==> config.mk <==
export PLATFORM = sky130hd
export DESIGN_NAME = pngunf_predictor
export DESIGN_NICKNAME = d
export VERILOG_FILES = /design/src/hdl/pngunf_pkg.sv /design/src/hdl/pngunf_predictor.sv
export SDC_FILE = /design/constraint.sdc
export NUM_CORES = 1
export LEC_CHECK = 0
export BUFFER_PORTS_ARGS = -buffer_cell sky130_fd_sc_hd__buf_2
export CORE_MARGIN = 5
export CORE_UTILIZATION = 60
export DETAILED_ROUTE_END_ITERATION = 10
export PLACE_DENSITY = 0.9
export SYNTH_ARGS = -nofsm -noshare
export SYNTH_HDL_FRONTEND = slang
export SYNTH_SLANG_ARGS = --single-unit
==> constraint.sdc <==
create_clock -name vclk -period 17.26
set_input_delay 4.315 -clock vclk [all_inputs]
set_output_delay 4.315 -clock vclk [all_outputs]
set_load 0.01 [all_outputs]
==> src/hdl/pngunf_pkg.sv <==
package pngunf_pkg;

    localparam int BYTE_W           = 8;
    localparam int DEF_MAX_WIDTH    = 4096;
    localparam int DEF_MAX_CHANNELS = 3;

    // Configuration register widths and the write port.
    localparam int WIDTH_REG_W  = 13;
    localparam int HEIGHT_REG_W = 16;
    localparam int CFG_IDX_W    = 2;
    localparam int CFG_DATA_W   = 16;

    localparam logic [CFG_IDX_W-1:0] CFG_IDX_WIDTH  = 2'd0;
    localparam logic [CFG_IDX_W-1:0] CFG_IDX_HEIGHT = 2'd1;
    localparam logic [CFG_IDX_W-1:0] CFG_IDX_COLOR  = 2'd2;

    typedef enum logic [2:0] {
        FILT_NONE  = 3'd0,
        FILT_SUB   = 3'd1,
        FILT_UP    = 3'd2,
        FILT_AVG   = 3'd3,
        FILT_PAETH = 3'd4
    } t_filter;

    // Left, upper and upper-left neighbors of the byte being rebuilt.
    typedef struct packed {
        logic [BYTE_W-1:0] left;
        logic [BYTE_W-1:0] up;
        logic [BYTE_W-1:0] up_left;
    } t_neighbors;

    typedef struct packed {
        logic [BYTE_W-1:0] pixel_byte;
        logic              last_of_image;
        logic              bad_filter;
    } t_result;

endpackage

==> src/hdl/pngunf_predictor.sv <==
module pngunf_predictor (
    input  pngunf_pkg::t_filter               i_filter,
    input  pngunf_pkg::t_neighbors            i_nb,
    input  logic [pngunf_pkg::BYTE_W-1:0]     i_byte,
    output logic [pngunf_pkg::BYTE_W-1:0]     o_value
);

    logic signed [9:0]             p;
    logic signed [9:0]             pa;
    logic signed [9:0]             pb;
    logic signed [9:0]             pc;
    logic [pngunf_pkg::BYTE_W-1:0] paeth;
    logic [pngunf_pkg::BYTE_W:0]   avg_sum;
    logic [pngunf_pkg::BYTE_W-1:0] pred;

    always_comb begin
        p  = $signed({2'b00, i_nb.left}) + $signed({2'b00, i_nb.up})
           - $signed({2'b00, i_nb.up_left});
        pa = p - $signed({2'b00, i_nb.left});
        pb = p - $signed({2'b00, i_nb.up});
        pc = p - $signed({2'b00, i_nb.up_left});
        if (pa < 0) pa = -pa;
        if (pb < 0) pb = -pb;
        if (pc < 0) pc = -pc;

        // Ties go to left first, then to up.
        if (pa <= pb && pa <= pc) begin
            paeth = i_nb.left;
        end else if (pb <= pc) begin
            paeth = i_nb.up;
        end else begin
            paeth = i_nb.up_left;
        end

        avg_sum = {1'b0, i_nb.left} + {1'b0, i_nb.up};

        case (i_filter)
            pngunf_pkg::FILT_SUB:   pred = i_nb.left;
            pngunf_pkg::FILT_UP:    pred = i_nb.up;
            pngunf_pkg::FILT_AVG:   pred = avg_sum[pngunf_pkg::BYTE_W:1];
            pngunf_pkg::FILT_PAETH: pred = paeth;
            default:                pred = '0;
        endcase

        o_value = i_byte + pred;
    end

endmodule

==> results of run 1 <==
logic make-up after synthesis:
| logic type | after synthesis |
|---|---|
| and+or+nand+nor | 141 |
| buffers and inverters | 74 |
| muxes | 10 |
| adders and majority gates | 86 |
| AOI/OAI and AO/OA | 171 |
| xor gates and xnor gates | 56 |
metrics by stage:
step	util, %	hold WS [ns]
after global placement	64.7	8.94
after global routing	66.8	8.97
final	66.8	8.94
after floorplan	-	8.78
after detailed placement	64.7	8.94
after CTS	64.9	8.94
how the worst max path moves through the flow:
stage          slack [ns]  cells past startpoint    endpoint
2_1_floorplan        1.31                     43  o_value[7]
6_report             0.29                     44  o_value[7]
3_3_place_gp         0.28                     43  o_value[7]
4_1_cts              0.01                     42  o_value[7]
5_1_grt             -0.10                     44  o_value[7]
3_5_place_dp        -0.08                     42  o_value[7]
worst min-delay path, stage by stage:
cell	delay, ns
buf_2	0.08
ha_1	0.11
buf_2	0.12
final cells by class:
| cell class | count | area (um2) | share of cell area [%] |
|---|---|---|---|
| tap | 80 | 100 | 2.24 |
| multi-input combinational | 464 | 3880 | 86.9 |
| timing repair buffer | 46 | 241 | 5.41 |
| inverter | 65 | 244 | 5.47 |
repair_timing:
| action | in CTS | in global routing |
|---|---|---|
| endpoints found under the setup margin | 1 | 2 |
| gates resized for setup | 2 | 23 |
| pin swaps | 0 | 7 |
| setup buffers | 0 | 1 |
layout by cell type, fill, tap and decap left out, drive strengths merged, types with 13 or more instances in the layout:
cell type,instances
nand2,19
xnor2,32
buf,46
fa,13
inv,65
o21ai,32
a21oi,47
xor2,24
ha,73
nor2,50
o21a,16
layer usage:
| metal | track usage [%] | vias up | part of all wire, % |
|---|---|---|---|
| li1 | - | 1999 | - |
| met1 | 35.5 | 1986 | 41 |
| met2 | 46.8 | 221 | 48 |
| met3 | 2.54 | 31 | 8.1 |
| met4 | 6.31 | 0 | 2.8 |
| met5 | 0 | - | 0 |
==> metrics.md, run 1 <==
| Metric | Value |
|---|---|
| All-Layer GR Usage | `26.8%` |
| Drt pass-1 iters | `5` |
| Minimum clock period | `16.97 ns` |
| Layout cells sized above 1 | `16.7%` |
| Top post-synthesis cells by count | `73 x ha_1, 65 x inv_1, 49 x nor2_1` |
| Register Area | `0 um2` |
| IO buf count | `43` |
| Critical Path RT | `12.94 ns` |
| Final Hold Vio Count | `0` |
| Post-synthesis mux area share | `2.51%` |
| CP Buf/Inv Count | `6` |
| Max_slew headroom | `39.3%` |
| Finished Cell Area | `4460 um2` |
| Min-delay src | `i_byte[0]` |
| Die ar. | `8480 um2` |
| Measured slew at the worst slew-check pin | `0.887 ns` |
| WP data arrival | `12.66 ns` |
| Crit Path Class | `in2out` |
| Area after DPL | `4320 um2` |
| Vias in the first global route | `4001` |
| ANT cells | `0` |
| Routed via count | `4237` |
| Synth Instances | `538` |
| WL per Instance | `18.2 um` |
| Num sequential | `0` |
| Worst hold path class | `in2out` |
| Synth area leaders | `ha_1 23%, xnor2_1 6.9%, fa_1 6.4%` |
| Mapped Area | `4040 um2` |
| Crit start category | `primary input` |
| CP delay by family, top | `compound AO/OA/AOI/OAI gates` |
| Global-route wire length before repair | `19000 um` |
| Area share of the largest cell type after synthesis | `22.6%` |
| Final Non-Filler Cells | `655` |
| WHS Endpoint | `o_value[0]` |
| TNS Setup | `0 ns` |
| Initial drt markers | `394` |
| Fin crit share | `98.3%` |
| Die Height | `92.1 um` |
| Status | `finished clean` |
| Area growth syn-to-layout | `10.4%` |
| Final worst setup slack | `0.287 ns` |
| Slowest library cell on the worst path | `fa_1` |
| DP HPWL | `9970 um` |
| Seq/Total Area, Yosys | `0%` |
| Die width | `92.1 um` |
| Max Slew Vio Count | `0` |
| Worst path most repeated cell | `a21oi_2` |
| Initial Util | `60.5%` |
| Max cap viols | `0` |
| Syn nets | `659` |
| Core ar. | `6680 um2` |
| # rows | `30` |
| Initial antenna violation count | `0` |
| Compound-gate portion of the synthesized area | `30.3%` |
| CP max FO | `10` |
| Highest Clock Rate | `0.0589 GHz` |
| Synth Area in Simple Gates | `18.4%` |
| Final ANT Viol Nets | `0` |
| CP Capture Type | `output pin` |
| Final net count | `698` |
| Area share of fa/ha/maj cells after synthesis | `29.0%` |
| Hold Path Cell Cnt | `3` |
| CTS Hold Buffers Added | `0` |
| Crit path largest cell delay | `0.51 ns` |
| Mapped Avg Cell Area | `7.52 um2` |
| Synth Warn # | `0` |
| Post-Synth XOR/XNOR Area | `12.5%` |
| Post-DR vias/cell | `6.47` |
| Layout fillers | `541` |
| Worst Setup SP | `i_nb[9]` |
| Most numerous cell in the Yosys netlist | `ha_1` |
| Pre-CTS worst setup slack | `-0.0800 ns` |
| Largest net degree at the start of global routing | `18` |
| Yosys top cell by area | `ha_1` |
| Inst Count DP | `654` |
| Clock buffer cells | `0` |
| Routed WL | `11900 um` |
| Synth cell types | `71` |
| Drc violations | `0` |
| GRT Residual Overflow | `0` |
| Setup Viol. Count Final | `0` |
| GPL Wtd Cong | `1.03` |
| Num ports | `43` |
| Largest family of logic cells by synthesized area | `compound AO/OA/AOI/OAI gates` |
Power of run 1 is left out: the tool's default activity adds up to more than one toggle a clock period on the data nets, which glitch-free logic cannot reach.
==> inputs of run 2 (changes only) <==
Settings changed: ABC_AREA set to 1, CORE_UTILIZATION 60 to 58.
Clock period 17.26 ns to 15.4 ns, I/O delays scaled along.
==> metrics.md, run 2 <==
| Metric | Value |
|---|---|
| Status | `finished clean` |
| Max Slew Vio Count | `0 (unchanged)` |
| Top post-synthesis cells by count | `197 x nand2_1, 157 x inv_1, 73 x ha_1` |
| Global-route wire length before repair | `19100 um (+0.33%)` |
| Drt pass-1 iters | `5 (unchanged)` |
| Final core area utilization | `63.1% (-3.7 points)` |
| Clock buffer cells | `0 (unchanged)` |
| WL met1 | `5110 um (+5.0%)` |
| Final Non-Filler Cells | `903 (+38%)` |
| Initial drt markers | `280 (-29%)` |
| Synth Instances | `758 (+41%)` |
| Cell depth of the worst setup path | `48 (+9.1%)` |
| WL per Instance | `12.9 um (-29%)` |
| # rows | `32 (+6.7%)` |
| Largest family of logic cells by synthesized area | `simple AND/OR/NAND/NOR gates` |
| Max cap viols | `0 (unchanged)` |
| Initial antenna violation count | `0 (unchanged)` |
| Most numerous cell in the Yosys netlist | `nand2_1` |
| Post-Synth XOR/XNOR Area | `7.99% (-4.5 points)` |
| Worst path most repeated cell | `nand2_1` |
| Hold Path Cell Cnt | `3 (unchanged)` |
| Worst hold path class | `in2out` |
| Max_slew headroom | `43.5% (+4.2 points)` |
| Synth Area in Simple Gates | `39.7% (+21 points)` |
| Drc violations | `0 (unchanged)` |
| Largest net degree at the start of global routing | `15 (-3)` |
| Final net count | `924 (+32%)` |
| Register Area | `0 um2 (unchanged)` |
| Fin crit share | `95.7%` |
| All-Layer GR Usage | `23.5% (-3.3 points)` |
| Compound-gate portion of the synthesized area | `11.4% (-19 points)` |
| Routed WL | `11600 um (-2.3%)` |
| Inst Count DP | `902 (+38%)` |
| Slowest library cell on the worst path | `fa_1` |
| Die width | `97.7 um (+6.1%)` |
| Die ar. | `9550 um2 (+13%)` |
| Crit start category | `primary input` |
| GRT Residual Overflow | `0 (unchanged)` |
| Num ports | `43 (unchanged)` |
| Top sig layer | `met4` |
| Post-DR vias/cell | `5.32 (-18%)` |
| Mapped Avg Cell Area | `5.89 um2 (-22%)` |
| Die Height | `97.7 um (+6.1%)` |
| Final Hold Vio Count | `0 (unchanged)` |
| Synth Warn # | `0 (unchanged)` |
| CP delay by family, top | `simple AND/OR/NAND/NOR gates` |
| Initial Util | `58.7% (-1.9 points)` |
| DP HPWL | `10400 um (+3.8%)` |
| Area share of the largest cell type after synthesis | `20.5% (-2.1 points)` |
| Final worst setup slack | `0.660 ns (+0.372 ns)` |
| ANT cells | `0 (unchanged)` |
| Most frequent cells in the layout | `197 x nand2_1, 157 x inv_1, 73 x ha_1` |
| Vias in the first global route | `4305 (+7.6%)` |
| TNS Setup | `0 ns (unchanged)` |
| Mapped Area | `4460 um2 (+10%)` |
| Core ar. | `7610 um2 (+14%)` |
| Setup Viol. Count Final | `0 (unchanged)` |
| Post-synthesis mux area share | `0% (-2.5 points)` |
| Area occupied by multi-input gates | `3810 um2 (-1.7%)` |
| Crit path largest cell delay | `0.50 ns (about the same)` |
| IO buf count | `43 (unchanged)` |
| WP data arrival | `10.89 ns (-1.77 ns)` |
| Final ANT Viol Nets | `0 (unchanged)` |
| Measured slew at the worst slew-check pin | `0.841 ns (-0.0466 ns)` |
| GPL Wtd Cong | `1.00 (-2.9%)` |
| Highest Clock Rate | `0.0678 GHz` |
| Layout fillers | `721 (+33%)` |
| Syn nets | `879 (+33%)` |
| Commonest non-fill, non-tap cell in the layout | `nand2_1` |
| Routed via count | `4802 (+13%)` |
| Area growth syn-to-layout | `7.60%` |
| Seq/Total Area, Yosys | `0% (unchanged)` |
| Met2 wire len | `5450 um (-5.0%)` |
| Synth area leaders | `ha_1 20%, nand2_1 17%, inv_1 13%` |
| Crit Path Class | `in2out` |
| Layout cells sized above 1 | `13.2% (-3.5 points)` |
| RSZ-0062 raised after global routing | `false` |
| Pre-CTS worst setup slack | `0.708 ns (+0.788 ns)` |
| Met3 wire length | `796 um (-17%)` |
| Minimum clock period | `14.74 ns` |
| CP Buf/Inv Count | `10 (+4)` |
| Min-delay src | `i_byte[0]` |
| Critical Path RT | `11.55 ns (-1.39 ns)` |
| Area share of fa/ha/maj cells after synthesis | `26.3% (-2.7 points)` |
| Num sequential | `0 (unchanged)` |
| CP Capture Type | `output pin` |
| Synth cell types | `42 (-41%)` |
| WHS Endpoint | `o_value[0]` |
| Worst Setup SP | `i_nb[17]` |
| CTS Hold Buffers Added | `0 (unchanged)` |
| CP max FO | `10 (unchanged)` |
| Yosys top cell by area | `ha_1` |
run 2: cell types whose count changed after synthesis, moves of 13 or more:
| cell | delta |
|---|---|
| xnor2_1 | -21 |
| nor2_1 | +13 |
| nand2_2 | +18 |
| nand3_1 | +41 |
| o21a_1 | -16 |
| nand2_1 | +179 |
| inv_1 | +92 |
run 2: final cells by class:
| class | instances | area share [%] |
|---|---|---|
| Multi-Input combinational cell | 587 | 79.4 |
| Inverter | 170 | 13.3 |
| Timing Repair Buffer | 44 | 4.64 |
| Tap cell | 102 | 2.66 |
run 2: cell families after synthesis:
kind of cell / Yosys count
xor gates and xnor gates: 39
AOI/OAI and AO/OA: 84
adders and majority gates: 86
and+or+nand+nor: 378
buffers and inverters: 171
run 2: through the flow:
step | instance area (um2) | hold slack, ns
2_1_floorplan | 4460 | 7.85
3_3_place_gp | 4790 | 8.01
3_5_place_dp | 4790 | 8.01
4_1_cts | 4790 | 8.01
5_1_grt | 4800 | 8.04
6_report | 4800 | 8.01
run 2: worst max-delay path by stage:
stage	slack [ns]	end
after floorplan	1.70	o_value[7]
after global placement	0.88	o_value[7]
after detailed placement	0.71	o_value[7]
after CTS	0.69	o_value[7]
after global routing	0.003	o_value[7]
final	0.66	o_value[7]
run 2: repair_timing:
action	4_1_cts	5_1_grt
endpoints found under the setup margin	0	1
resized for setup	0	2
buffers inserted	0	1
run 2: tightest hold or removal path: cells and delay by family:
family	cells	cell delay, ns
adders and majority gates	1	0.11
buffers and inverters	2	0.20
run 2: routing by layer:
layer	vias up	track usage, %
li1	2490	-
met1	2097	31.8
met2	190	40.6
met3	25	1.15
met4	0	6.28
met5	-	0
Power of run 2 is left out for the same reason.
